**src/rtl/core/vibration_rms_meter_core_macros.svh**
```systemverilog
// Assertion macros shared by the vibration RMS meter RTL.
// Each expects clk and rst_n in the scope where it is used.
`ifndef VIBRATION_RMS_METER_CORE_MACROS_SVH
`define VIBRATION_RMS_METER_CORE_MACROS_SVH

// Same-cycle implication, disabled during reset.
`define VRM_ASSERT_NOW(label, ante, cons, msg) \
    label: assert property (@(posedge clk) disable iff (!rst_n) (ante) |-> (cons)) \
        else $error(msg);

// Next-cycle implication, disabled during reset.
`define VRM_ASSERT_NEXT(label, ante, cons, msg) \
    label: assert property (@(posedge clk) disable iff (!rst_n) (ante) |=> (cons)) \
        else $error(msg);

`endif

```
**src/rtl/core/vrm_pkg.sv**
```systemverilog
// Package for the vibration RMS meter: field widths, defaults and state types.
// No dependencies; the interfaces, front end, back end and top refer to it by scoped names.
`default_nettype none

package vrm_pkg;

    // Field widths
    localparam int AXIS_W = 13;
    localparam int BASE_W = 13;
    localparam int RMS_W  = 17;
    localparam int MAG_W  = 17;
    // x^2 + y^2 + z^2 of 13-bit samples stays below 2^26
    localparam int SQ_W   = 2 * AXIS_W;
    // Square-sum accumulator
    localparam int SUM_W  = 48;
    // Fraction bits added to the square sum so the magnitude has 4 fraction bits
    localparam int SQ_FRAC = 8;

    localparam int SAMPLES_DEFAULT = 20;
    localparam int QUEUE_DEPTH     = 2;
    localparam logic [BASE_W-1:0] BASE_RESET = 13'd256;

    typedef enum logic [1:0] {
        F_IDLE,
        F_MUL,
        F_PUSH
    } front_state_t;

    typedef enum logic [1:0] {
        AXIS_X,
        AXIS_Y,
        AXIS_Z
    } axis_t;

    typedef enum logic [2:0] {
        B_IDLE,
        B_MAG,
        B_DEV,
        B_SQR,
        B_ACC,
        B_DIV,
        B_ROOT,
        B_OUT
    } back_state_t;

endpackage

`default_nettype wire

```
**src/rtl/core/vrm_accel_if.sv**
```systemverilog
// Stream interface for one three-axis accelerometer sample per beat.
// Depends on vrm_pkg for the axis width.
`default_nettype none

interface vrm_accel_if;
    logic                                valid;
    logic                                ready;
    logic signed [vrm_pkg::AXIS_W-1:0]   accel_x;
    logic signed [vrm_pkg::AXIS_W-1:0]   accel_y;
    logic signed [vrm_pkg::AXIS_W-1:0]   accel_z;

    modport source (output valid, output accel_x, output accel_y, output accel_z,
                    input ready);
    modport sink   (input valid, input accel_x, input accel_y, input accel_z,
                    output ready);
endinterface

`default_nettype wire

```
**src/rtl/core/vrm_rms_if.sv**
```systemverilog
// Stream interface for one RMS result per beat.
// Depends on vrm_pkg for the result width.
`default_nettype none

interface vrm_rms_if;
    logic                        valid;
    logic                        ready;
    logic [vrm_pkg::RMS_W-1:0]   vibration_rms;

    modport source (output valid, output vibration_rms, input ready);
    modport sink   (input valid, input vibration_rms, output ready);
endinterface

`default_nettype wire

```
**src/rtl/core/vrm_front.sv**
```systemverilog
// Front end: accepts a sample beat and forms x^2 + y^2 + z^2 with one shared multiplier.
// Depends on vrm_pkg and vrm_accel_if; feeds the square sum to vrm_queue.
`default_nettype none

module vrm_front (
    input  wire logic                        clk,
    input  wire logic                        rst_n,
    vrm_accel_if.sink                        sample,
    output logic                             push_valid,
    input  wire logic                        push_ready,
    output logic [vrm_pkg::SQ_W-1:0]         push_data
);

    vrm_pkg::front_state_t state_reg, state_next;
    vrm_pkg::axis_t        axis_reg, axis_next;
    logic signed [vrm_pkg::AXIS_W-1:0] x_reg, y_reg, z_reg;
    logic [vrm_pkg::SQ_W-1:0]          acc_reg, acc_next;
    logic signed [vrm_pkg::AXIS_W-1:0] operand;
    logic [vrm_pkg::AXIS_W-1:0]        ax_abs;
    logic [vrm_pkg::SQ_W-1:0]          ax_sq;
    logic                              take;

    // Pick the axis for this cycle and square its magnitude
    always_comb
    begin
        unique case (axis_reg)
            vrm_pkg::AXIS_X: operand = x_reg;
            vrm_pkg::AXIS_Y: operand = y_reg;
            vrm_pkg::AXIS_Z: operand = z_reg;
            default:         operand = x_reg;
        endcase
    end

    assign ax_abs = operand[vrm_pkg::AXIS_W-1] ? (~operand + 1'b1) : operand;
    assign ax_sq  = ax_abs * ax_abs;

    assign take       = sample.valid && sample.ready;
    assign push_data  = acc_reg;

    // Next state and handshake outputs
    always_comb
    begin
        state_next   = state_reg;
        axis_next    = axis_reg;
        acc_next     = acc_reg;
        sample.ready = 1'b0;
        push_valid   = 1'b0;
        unique case (state_reg)
            vrm_pkg::F_IDLE:
            begin
                sample.ready = 1'b1;
                if (sample.valid)
                begin
                    axis_next  = vrm_pkg::AXIS_X;
                    acc_next   = '0;
                    state_next = vrm_pkg::F_MUL;
                end
            end
            vrm_pkg::F_MUL:
            begin
                acc_next = acc_reg + ax_sq;
                unique case (axis_reg)
                    vrm_pkg::AXIS_X: axis_next = vrm_pkg::AXIS_Y;
                    vrm_pkg::AXIS_Y: axis_next = vrm_pkg::AXIS_Z;
                    default:
                    begin
                        axis_next  = vrm_pkg::AXIS_X;
                        state_next = vrm_pkg::F_PUSH;
                    end
                endcase
            end
            vrm_pkg::F_PUSH:
            begin
                push_valid = 1'b1;
                if (push_ready)
                begin
                    state_next = vrm_pkg::F_IDLE;
                end
            end
            default:
            begin
                state_next = vrm_pkg::F_IDLE;
            end
        endcase
    end

    // Control state
    always_ff @(posedge clk or negedge rst_n)
    begin
        if (!rst_n)
        begin
            state_reg <= vrm_pkg::F_IDLE;
            axis_reg  <= vrm_pkg::AXIS_X;
        end
        else
        begin
            state_reg <= state_next;
            axis_reg  <= axis_next;
        end
    end

    // Sample and square-sum datapath
    always_ff @(posedge clk)
    begin
        if (take)
        begin
            x_reg <= sample.accel_x;
            y_reg <= sample.accel_y;
            z_reg <= sample.accel_z;
        end
        acc_reg <= acc_next;
    end

endmodule

`default_nettype wire

```
**src/rtl/core/vrm_queue.sv**
```systemverilog
// Short FIFO between the front end and the back end of the RMS meter.
// Depends on nothing but its parameters; register-based storage.
`default_nettype none

module vrm_queue #(
    parameter int WIDTH = 26,
    parameter int DEPTH = 2
) (
    input  wire logic               clk,
    input  wire logic               rst_n,
    input  wire logic               push_valid,
    output logic                    push_ready,
    input  wire logic [WIDTH-1:0]   push_data,
    output logic                    pop_valid,
    input  wire logic               pop_ready,
    output logic [WIDTH-1:0]        pop_data
);

    localparam int PTR_W = (DEPTH > 1) ? $clog2(DEPTH) : 1;
    localparam int CNT_W = $clog2(DEPTH + 1);
    localparam logic [PTR_W-1:0] PTR_LAST = PTR_W'(DEPTH - 1);
    localparam logic [CNT_W-1:0] CNT_FULL = CNT_W'(DEPTH);

    logic [WIDTH-1:0] slot_reg [DEPTH];
    logic [PTR_W-1:0] wr_ptr_reg, wr_ptr_next;
    logic [PTR_W-1:0] rd_ptr_reg, rd_ptr_next;
    logic [CNT_W-1:0] cnt_reg, cnt_next;
    logic             do_push, do_pop;

    assign push_ready = (cnt_reg != CNT_FULL);
    assign pop_valid  = (cnt_reg != '0);
    assign pop_data   = slot_reg[rd_ptr_reg];
    assign do_push    = push_valid && push_ready;
    assign do_pop     = pop_valid && pop_ready;

    // Advance pointers and occupancy
    always_comb
    begin
        wr_ptr_next = wr_ptr_reg;
        rd_ptr_next = rd_ptr_reg;
        cnt_next    = cnt_reg;
        if (do_push)
        begin
            wr_ptr_next = (wr_ptr_reg == PTR_LAST) ? '0 : wr_ptr_reg + PTR_W'(1);
        end
        if (do_pop)
        begin
            rd_ptr_next = (rd_ptr_reg == PTR_LAST) ? '0 : rd_ptr_reg + PTR_W'(1);
        end
        if (do_push && !do_pop)
        begin
            cnt_next = cnt_reg + CNT_W'(1);
        end
        else if (do_pop && !do_push)
        begin
            cnt_next = cnt_reg - CNT_W'(1);
        end
    end

    always_ff @(posedge clk or negedge rst_n)
    begin
        if (!rst_n)
        begin
            wr_ptr_reg <= '0;
            rd_ptr_reg <= '0;
            cnt_reg    <= '0;
        end
        else
        begin
            wr_ptr_reg <= wr_ptr_next;
            rd_ptr_reg <= rd_ptr_next;
            cnt_reg    <= cnt_next;
        end
    end

    // Store the pushed beat
    always_ff @(posedge clk)
    begin
        if (do_push)
        begin
            slot_reg[wr_ptr_reg] <= push_data;
        end
    end

endmodule

`default_nettype wire

```
**src/rtl/core/vrm_back.sv**
```systemverilog
// Back end: magnitude square root, baseline deviation, squaring, block accumulation,
// mean by SAMPLES and the final square root. Depends on vrm_pkg, vrm_rms_if, macros.
`default_nettype none
`include "vibration_rms_meter_core_macros.svh"

module vrm_back #(
    parameter int SAMPLES = vrm_pkg::SAMPLES_DEFAULT
) (
    input  wire logic                        clk,
    input  wire logic                        rst_n,
    input  wire logic                        q_valid,
    output logic                             q_ready,
    input  wire logic [vrm_pkg::SQ_W-1:0]    q_data,
    input  wire logic [vrm_pkg::BASE_W-1:0]  baseline,
    vrm_rms_if.source                        result
);

    localparam int SUM_W     = vrm_pkg::SUM_W;
    localparam int MAG_W     = vrm_pkg::MAG_W;
    localparam int RT_W      = SUM_W / 2;
    localparam int REM_W     = RT_W + 2;
    localparam int STEP_W    = $clog2(SUM_W);
    localparam int MAG_PAD   = SUM_W - vrm_pkg::SQ_W;
    localparam int MAG_STEPS = (vrm_pkg::SQ_W + vrm_pkg::SQ_FRAC) / 2;
    localparam int CNT_W     = (SAMPLES > 1) ? $clog2(SAMPLES) : 1;
    localparam int DIV_W     = $clog2(SAMPLES + 1);
    // Divide one byte of the sum per cycle; the partial dividend is remainder:byte
    localparam int DIG_W     = 8;
    localparam int DIV_STEPS = SUM_W / DIG_W;
    localparam int P_W       = DIV_W + DIG_W;
    // Reciprocal rounded up; exact for any partial dividend below 2^P_W because
    // its rounding error times the dividend stays below 2^RCP_SH
    localparam int RCP_SH    = P_W + DIV_W;
    localparam int RCP_W     = RCP_SH + 1;
    localparam logic [RCP_W-1:0]  RCP       =
        RCP_W'(((64'd1 << RCP_SH) + 64'(SAMPLES - 1)) / 64'(SAMPLES));
    localparam logic [CNT_W-1:0]  CNT_LAST  = CNT_W'(SAMPLES - 1);
    localparam logic [DIV_W-1:0]  DIVISOR   = DIV_W'(SAMPLES);
    localparam logic [STEP_W-1:0] MAG_FIRST = STEP_W'(MAG_STEPS - 1);
    localparam logic [STEP_W-1:0] DIV_FIRST = STEP_W'(DIV_STEPS - 1);
    localparam logic [STEP_W-1:0] RT_FIRST  = STEP_W'(RT_W - 1);

    vrm_pkg::back_state_t state_reg, state_next;
    logic [STEP_W-1:0]    step_reg, step_next;
    logic [SUM_W-1:0]     op_reg, op_next;
    logic [REM_W-1:0]     rem_reg, rem_next;
    logic [RT_W-1:0]      root_reg, root_next;
    logic [DIV_W-1:0]     drem_reg, drem_next;
    logic [MAG_W-1:0]     adev_reg, adev_next;
    logic [2*MAG_W-1:0]   prod_reg;
    logic [SUM_W-1:0]     sum_reg, sum_next;
    logic [CNT_W-1:0]     cnt_reg, cnt_next;
    logic                 rms_valid_reg, rms_valid_next;
    logic [vrm_pkg::RMS_W-1:0] rms_data_reg, rms_data_next;

    // Square-root step: one root bit per cycle from the top two operand bits
    logic [REM_W+1:0] sq_r4, sq_trial, sq_diff;
    logic             sq_ge;
    // Division step: one quotient byte per cycle by reciprocal multiplication
    logic [P_W-1:0]       dv_p, dv_r;
    logic [P_W+RCP_W-1:0] dv_prod;
    logic [DIG_W-1:0]     dv_q;
    // Deviation from the baseline, both in counts with 4 fraction bits
    logic signed [MAG_W:0] dev;
    logic [MAG_W:0]        dev_abs;
    logic [SUM_W-1:0]      sum_add;

    assign sq_r4    = {rem_reg, op_reg[SUM_W-1 -: 2]};
    assign sq_trial = {2'b00, root_reg, 2'b01};
    assign sq_ge    = (sq_r4 >= sq_trial);
    assign sq_diff  = sq_r4 - sq_trial;

    assign dv_p     = {drem_reg, op_reg[SUM_W-1 -: DIG_W]};
    assign dv_prod  = dv_p * RCP;
    assign dv_q     = dv_prod[RCP_SH +: DIG_W];
    assign dv_r     = dv_p - (P_W'(dv_q) * P_W'(DIVISOR));

    assign dev      = $signed({1'b0, root_reg[MAG_W-1:0]}) - $signed({1'b0, baseline, 4'b0000});
    assign dev_abs  = dev[MAG_W] ? (~dev + 1'b1) : dev;
    assign sum_add  = sum_reg + SUM_W'(prod_reg);

    assign result.valid         = rms_valid_reg;
    assign result.vibration_rms = rms_data_reg;

    // Sequencer: next state and datapath updates
    always_comb
    begin
        state_next     = state_reg;
        step_next      = step_reg;
        op_next        = op_reg;
        rem_next       = rem_reg;
        root_next      = root_reg;
        drem_next      = drem_reg;
        adev_next      = adev_reg;
        sum_next       = sum_reg;
        cnt_next       = cnt_reg;
        rms_valid_next = rms_valid_reg;
        rms_data_next  = rms_data_reg;
        q_ready        = 1'b0;

        // Drop the result once it is taken
        if (rms_valid_reg && result.ready)
        begin
            rms_valid_next = 1'b0;
        end

        unique case (state_reg)
            vrm_pkg::B_IDLE:
            begin
                q_ready = 1'b1;
                if (q_valid)
                begin
                    // Square sum times 256, left-aligned for the root steps
                    op_next    = {q_data, MAG_PAD'(0)};
                    rem_next   = '0;
                    root_next  = '0;
                    step_next  = MAG_FIRST;
                    state_next = vrm_pkg::B_MAG;
                end
            end
            vrm_pkg::B_MAG, vrm_pkg::B_ROOT:
            begin
                op_next   = {op_reg[SUM_W-3:0], 2'b00};
                rem_next  = sq_ge ? sq_diff[REM_W-1:0] : sq_r4[REM_W-1:0];
                root_next = {root_reg[RT_W-2:0], sq_ge};
                step_next = step_reg - STEP_W'(1);
                if (step_reg == '0)
                begin
                    state_next = (state_reg == vrm_pkg::B_MAG) ? vrm_pkg::B_DEV
                                                               : vrm_pkg::B_OUT;
                end
            end
            vrm_pkg::B_DEV:
            begin
                adev_next  = dev_abs[MAG_W-1:0];
                state_next = vrm_pkg::B_SQR;
            end
            vrm_pkg::B_SQR:
            begin
                state_next = vrm_pkg::B_ACC;
            end
            vrm_pkg::B_ACC:
            begin
                if (cnt_reg == CNT_LAST)
                begin
                    // Block complete: divide the sum, then restart the block
                    op_next    = sum_add;
                    drem_next  = '0;
                    sum_next   = '0;
                    cnt_next   = '0;
                    step_next  = DIV_FIRST;
                    state_next = vrm_pkg::B_DIV;
                end
                else
                begin
                    sum_next   = sum_add;
                    cnt_next   = cnt_reg + CNT_W'(1);
                    state_next = vrm_pkg::B_IDLE;
                end
            end
            vrm_pkg::B_DIV:
            begin
                op_next   = {op_reg[SUM_W-DIG_W-1:0], dv_q};
                drem_next = dv_r[DIV_W-1:0];
                step_next = step_reg - STEP_W'(1);
                if (step_reg == '0)
                begin
                    rem_next   = '0;
                    root_next  = '0;
                    step_next  = RT_FIRST;
                    state_next = vrm_pkg::B_ROOT;
                end
            end
            vrm_pkg::B_OUT:
            begin
                // Hold until the output register is free
                if (!rms_valid_reg || result.ready)
                begin
                    rms_valid_next = 1'b1;
                    rms_data_next  = root_reg[vrm_pkg::RMS_W-1:0];
                    state_next     = vrm_pkg::B_IDLE;
                end
            end
            default:
            begin
                state_next = vrm_pkg::B_IDLE;
            end
        endcase
    end

    // Control state, block accumulator and sample count
    always_ff @(posedge clk or negedge rst_n)
    begin
        if (!rst_n)
        begin
            state_reg     <= vrm_pkg::B_IDLE;
            sum_reg       <= '0;
            cnt_reg       <= '0;
            rms_valid_reg <= 1'b0;
        end
        else
        begin
            state_reg     <= state_next;
            sum_reg       <= sum_next;
            cnt_reg       <= cnt_next;
            rms_valid_reg <= rms_valid_next;
        end
    end

    // Arithmetic datapath
    always_ff @(posedge clk)
    begin
        step_reg     <= step_next;
        op_reg       <= op_next;
        rem_reg      <= rem_next;
        root_reg     <= root_next;
        drem_reg     <= drem_next;
        adev_reg     <= adev_next;
        prod_reg     <= adev_reg * adev_reg;
        rms_data_reg <= rms_data_next;
    end

    `VRM_ASSERT_NOW(a_cnt_range, 1'b1, cnt_reg <= CNT_LAST, "sample count beyond block")
    `VRM_ASSERT_NEXT(a_mag_start, state_reg == vrm_pkg::B_IDLE && q_valid, state_reg == vrm_pkg::B_MAG && root_reg == '0, "magnitude root did not start")
    `VRM_ASSERT_NEXT(a_block_clear, state_reg == vrm_pkg::B_ACC && cnt_reg == CNT_LAST, sum_reg == '0 && cnt_reg == '0 && state_reg == vrm_pkg::B_DIV, "block end did not clear")
    `VRM_ASSERT_NOW(a_out_load, $rose(rms_valid_reg), $past(state_reg) == vrm_pkg::B_OUT, "result loaded outside output step")

endmodule

`default_nettype wire

```
**src/rtl/core/vibration_rms_meter_core.sv**
```systemverilog
// From the last sample of a block to its RMS beat the path runs through the square sum and
// the queue, the magnitude pass, the divide and the root.
// Sustained throughput is set by the back end's one-bit-per-cycle magnitude root;
// the front end feeds square sums into a 2-entry queue and waits while it is full.
// Each block end adds the divide and root passes. Reset clears the accumulator, the count and the queue
// and sets the baseline to 256; no clearing pass.
`default_nettype none

module vibration_rms_meter_core #(
    parameter int SAMPLES = vrm_pkg::SAMPLES_DEFAULT
) (
    input  wire logic                        clk,
    input  wire logic                        rst_n,
    vrm_accel_if.sink                        sample,
    vrm_rms_if.source                        result,
    input  wire logic                        cfg_we,
    input  wire logic [vrm_pkg::BASE_W-1:0]  cfg_wdata
);

    logic [vrm_pkg::BASE_W-1:0] baseline_reg;
    logic                       push_valid, push_ready;
    logic [vrm_pkg::SQ_W-1:0]   push_data;
    logic                       q_valid, q_ready;
    logic [vrm_pkg::SQ_W-1:0]   q_data;

    // Baseline magnitude register
    always_ff @(posedge clk or negedge rst_n)
    begin
        if (!rst_n)
        begin
            baseline_reg <= vrm_pkg::BASE_RESET;
        end
        else if (cfg_we)
        begin
            baseline_reg <= cfg_wdata;
        end
    end

    vrm_front u_front (
        .clk        (clk),
        .rst_n      (rst_n),
        .sample     (sample),
        .push_valid (push_valid),
        .push_ready (push_ready),
        .push_data  (push_data)
    );

    vrm_queue #(
        .WIDTH (vrm_pkg::SQ_W),
        .DEPTH (vrm_pkg::QUEUE_DEPTH)
    ) u_queue (
        .clk        (clk),
        .rst_n      (rst_n),
        .push_valid (push_valid),
        .push_ready (push_ready),
        .push_data  (push_data),
        .pop_valid  (q_valid),
        .pop_ready  (q_ready),
        .pop_data   (q_data)
    );

    vrm_back #(
        .SAMPLES (SAMPLES)
    ) u_back (
        .clk      (clk),
        .rst_n    (rst_n),
        .q_valid  (q_valid),
        .q_ready  (q_ready),
        .q_data   (q_data),
        .baseline (baseline_reg),
        .result   (result)
    );

endmodule

`default_nettype wire
```
**src/flat_wrapper.sv**
```systemverilog
// flat-port wrapper written by rule: the top's interface ports become plain ports
module vibration_rms_meter_core_flat 
#(
    parameter int SAMPLES = vrm_pkg::SAMPLES_DEFAULT
)
  (clk, rst_n, cfg_we, cfg_wdata, sample_valid, sample_accel_x, sample_accel_y, sample_accel_z, sample_ready, result_valid, result_vibration_rms, result_ready);
  vrm_accel_if sample_i ();
  vrm_rms_if result_i ();
  input  wire logic clk;
  input  wire logic rst_n;
  input  wire logic cfg_we;
  input  wire logic [vrm_pkg::BASE_W-1:0] cfg_wdata;
  input wire logic [$bits(sample_i.valid)-1:0] sample_valid;
  input wire logic [$bits(sample_i.accel_x)-1:0] sample_accel_x;
  input wire logic [$bits(sample_i.accel_y)-1:0] sample_accel_y;
  input wire logic [$bits(sample_i.accel_z)-1:0] sample_accel_z;
  output wire logic [$bits(sample_i.ready)-1:0] sample_ready;
  output wire logic [$bits(result_i.valid)-1:0] result_valid;
  output wire logic [$bits(result_i.vibration_rms)-1:0] result_vibration_rms;
  input wire logic [$bits(result_i.ready)-1:0] result_ready;
  assign sample_i.valid = sample_valid;
  assign sample_i.accel_x = sample_accel_x;
  assign sample_i.accel_y = sample_accel_y;
  assign sample_i.accel_z = sample_accel_z;
  assign sample_ready = sample_i.ready;
  assign result_valid = result_i.valid;
  assign result_vibration_rms = result_i.vibration_rms;
  assign result_i.ready = result_ready;
  vibration_rms_meter_core #(.SAMPLES(SAMPLES)) u_core (.clk(clk), .rst_n(rst_n), .sample(sample_i), .result(result_i), .cfg_we(cfg_we), .cfg_wdata(cfg_wdata));
endmodule
```
**config.mk**
```make
export PLATFORM = sky130hd
export DESIGN_NAME = vibration_rms_meter_core_flat
export DESIGN_NICKNAME = d
export VERILOG_FILES = /design/src/rtl/core/vrm_pkg.sv /design/src/rtl/core/vrm_accel_if.sv /design/src/rtl/core/vrm_rms_if.sv /design/src/rtl/core/vrm_front.sv /design/src/rtl/core/vrm_queue.sv /design/src/rtl/core/vrm_back.sv /design/src/rtl/core/vibration_rms_meter_core.sv /design/src/flat_wrapper.sv
export VERILOG_INCLUDE_DIRS = /design/src /design/src/rtl/core
export SDC_FILE = /design/constraint.sdc
export NUM_CORES = 2
export LEC_CHECK = 0
export BUFFER_PORTS_ARGS = -buffer_cell sky130_fd_sc_hd__buf_2
export CAP_MARGIN = 20
export CORE_MARGIN = 3
export CORE_UTILIZATION = 29
export CTS_CLUSTER_SIZE = 10
export DETAILED_ROUTE_END_ITERATION = 10
export GPL_TIMING_DRIVEN = 0
export PLACE_DENSITY_LB_ADDON = 0.25
export SLEW_MARGIN = 40
export SYNTH_ARGS = -nofsm -noshare
export SYNTH_HDL_FRONTEND = slang
export SYNTH_SLANG_ARGS = --single-unit
```
**constraint.sdc**
```tcl
create_clock -name clk -period 24 [get_ports clk]
set_input_delay 4.8 -clock clk [delete_from_list [all_inputs] [get_ports clk]]
set_output_delay 4.8 -clock clk [all_outputs]
set_load 0.01 [all_outputs]
```
==> impl_metrics.tcl <==
set metrics [dict create \
    status "finished, final reports clean" \
    finalMaxSlewViolations 0 \
    utilization_pct 32.77 \
    cts_inserted_buffers 46 \
    reg2reg_slack_ns 14.49 \
    syn_to_final_growth_pct 11.71 \
    hp-start "u_core.u_back.sum_reg[8]" \
    portBuffers 74 \
    mostFrequentLayoutCells "inv_1 (607), fa_1 (353), ha_1 (344)" \
    timing.clock.skew_ns 0.02213 \
    synth_seq_cells 371 \
    die_height_um 352.3 \
    grt_use_total_pct 14.10 \
    diodes 0 \
    place_ws_ns 14.38 \
    drc 0 \
    period_minus_slack_ns 9.509 \
    syn_avg_cell_area_sq_um 9.943 \
    tightest_slew_ns 0.8771 \
    endpoint_kind "flip-flop" \
    core-area_sq_um 118600 \
    largest_reg_flops 52 \
    ys_types 94 \
    grt_start_max_net_pins 62 \
    synth_cells 3498 \
    rsz0062_at_grt "false" \
    n_fill_cell 12320 \
    cp_slowest_cell "xnor2_1" \
    async_flop_share_pct 21.02 \
    cp_data_required_time_ns 24.33 \
    post-cts-setup-buffers 0 \
    die_w_um 352.3 \
    yosysSeqAreaShare_pct 29.96 \
    ys_warn_count 0 \
    timing.final.ws_setup_ns 14.49 \
    cts_hold_buffers 0 \
    grt_pass1_vias 25410 \
    relSlewSlack_pct 41.11 \
    rows 126 \
    h-tree-depth 2 \
    place_hpwl_um 70070 \
    critPathMaxStageDelay_ns 0.69 \
    antenna_found_initial 2 \
    hold_depth 2 \
    initial_core_util_pct 29.34 \
    ys.flop_type "edfxtp_1" \
    first_pass_iters 6 \
    r2r_end "u_core.u_front.push_data[22]" \
    clock_path_buffers 3 \
    gp_congestion 0.8579 \
    setup_violations 0 \
    io_pins 76 \
    drive_above_1_share_pct 5.881 \
    r2r_cells 32 \
    maxCapViolCount 0 \
    fmax_mhz 105.2 \
    wl_per_cell_um 16.49 \
    design.die.area_sq_um 124100 \
    layout_commonest_cell "inv_1" \
    post_cts_resized 0 \
    insertion_delay_ns 0.60 \
    vias_per_cell 4.666 \
    vias 24600 \
    nets 4389 \
    synth_edf_count 260 \
    critical_path_arrival_ns 9.84 \
    drt_iter0_drc 1458 \
    grt_overflow 0 \
    grt_pass1_wl_um 140400 \
    root_buffer "clkbuf_16" \
    hp-class "flip-flop to flip-flop" \
    critPathMaxFanout 10 \
    finalHoldViolCount 0 \
    r2r_start "u_core.u_front.axis_reg[0]" \
    cts_tree "built" \
    clkTransAtPathRegs_ns 0.06 \
    min_period_over_period_pct 39.62 \
    synth_area_sq_um 34780 \
    critPathKind "flip-flop to flip-flop" \
    wl_um 86930 \
    cp-start-kind "flip-flop" \
    setup-tns-final_ns 0 \
    drtAntennaViolNets 0 \
    holdPathEnd "u_core.u_back.sum_reg[8]" \
    numClockSinks 371 \
]
[cell type report]
cell class / count / area [sq um] / share of cell area, %
Clock inverter: 8 / 138.9 / 0.3575
Sequential cell: 371 / 10420 / 26.82
Inverter: 615 / 2310 / 5.945
Multi-Input combinational cell: 2415 / 21710 / 55.88
Clock buffer: 78 / 1301 / 3.349
Buffer: 104 / 440.4 / 1.134
Timing Repair Buffer: 82 / 530.5 / 1.365
Tap cell: 1600 / 2002 / 5.152
[how the worst max path moves through the flow]
stage | to | slack, ns | from
2_1_floorplan | u_core.u_front.push_data[22] | 15.80 | u_core.u_front.axis_reg[0]
3_3_place_gp | u_core.u_front.push_data[22] | 14.31 | u_core.u_front.axis_reg[0]
3_5_place_dp | u_core.u_front.push_data[22] | 14.38 | u_core.u_front.axis_reg[0]
4_1_cts | u_core.u_front.push_data[22] | 14.37 | u_core.u_front.axis_reg[0]
5_1_grt | u_core.u_front.push_data[22] | 14.06 | u_core.u_front.axis_reg[0]
6_report | u_core.u_front.push_data[22] | 14.49 | u_core.u_front.axis_reg[0]
[layer usage]
layer  up-vias  share of wire, %  global-route usage [%]  routed length, um
li1      11980                 -                       -                  -
met1     12080                48                   19.85              41780
met2       446                46                   23.17              39620
met3        97               4.5                   1.893               3873
met4         2               1.9                   2.861               1644
met5         -             0.015                       0                 13
[per-stage QoR]
| stage | cell area (sq um) | hold slack [ns] | std cells |
|---|---|---|---|
| 6_report | 38850 | 0.4858 | 5273 |
| 5_1_grt | 38850 | 0.5064 | 5273 |
| 4_1_cts | 38840 | 0.4929 | 5273 |
| 3_5_place_dp | 37400 | 0.4798 | 5187 |
| 3_3_place_gp | 37180 | 0.4580 | 5179 |
| 2_1_floorplan | 34810 | 0.4264 | 3505 |
[critical path: cells and delay by family (launching register included)]
| family | cells | cell delay (ns) |
|---|---|---|
| compound gates | 7 | 1.73 |
| buf+inv | 8 | 1.36 |
| simple gates | 6 | 0.89 |
| fa+ha+maj | 9 | 4.03 |
| flops | 1 | 0.36 |
| xor+xnor | 2 | 0.85 |
[cell families after synthesis]
kind of cell | count (synthesis) | share of synthesized area, %
AND/OR/NAND/NOR | 790 | 10.41
buffers and inverters | 719 | 7.889
adder cells (fa/ha/maj) | 697 | 32.69
AO/OA/AOI/OAI | 676 | 12.47
flip-flops | 371 | 29.96
XOR/XNOR | 178 | 4.504
multiplexers | 65 | 2.047
other | 2 | 0.02159
[Yosys cell counts, types with 7 or more instances]
cell type | count | area, sq um
inv_1 | 608 | 2282
fa_1 | 353 | 7067
ha_1 | 344 | 4304
nand2_1 | 277 | 1040
edfxtp_1 | 260 | 7807
nor2_1 | 242 | 908.4
a21oi_1 | 172 | 860.8
o21ai_0 | 167 | 835.8
xnor2_1 | 121 | 1060
clkbuf_1 | 83 | 311.6
dfrtp_1 | 77 | 1927
and2_1 | 74 | 462.9
a21o_1 | 63 | 473.0
xor2_1 | 56 | 490.5
mux2i_1 | 49 | 490.5
nand3_1 | 36 | 180.2
dfxtp_1 | 33 | 660.6
a22o_1 | 30 | 262.8
a31oi_1 | 30 | 187.7
nand2b_1 | 29 | 181.4
a22oi_1 | 28 | 210.2
nor3_1 | 28 | 140.1
o21a_1 | 27 | 202.7
a211oi_1 | 24 | 180.2
and3_1 | 24 | 150.1
nor2b_1 | 19 | 118.9
nand4_1 | 17 | 106.4
o211ai_1 | 13 | 97.59
o22ai_1 | 12 | 75.07
o21ai_1 | 11 | 55.05
mux2_2 | 10 | 112.6
o21bai_1 | 10 | 75.07
o221ai_1 | 10 | 87.58
or3_1 | 9 | 56.30
buf_2 | 8 | 40.04
o31ai_1 | 8 | 60.06
a221o_1 | 7 | 70.07
a41oi_1 | 7 | 61.31
buf_1 | 7 | 26.28
Power is left out: the tool's default activity adds up to more than one toggle a clock period on the data nets, which glitch-free logic cannot reach.
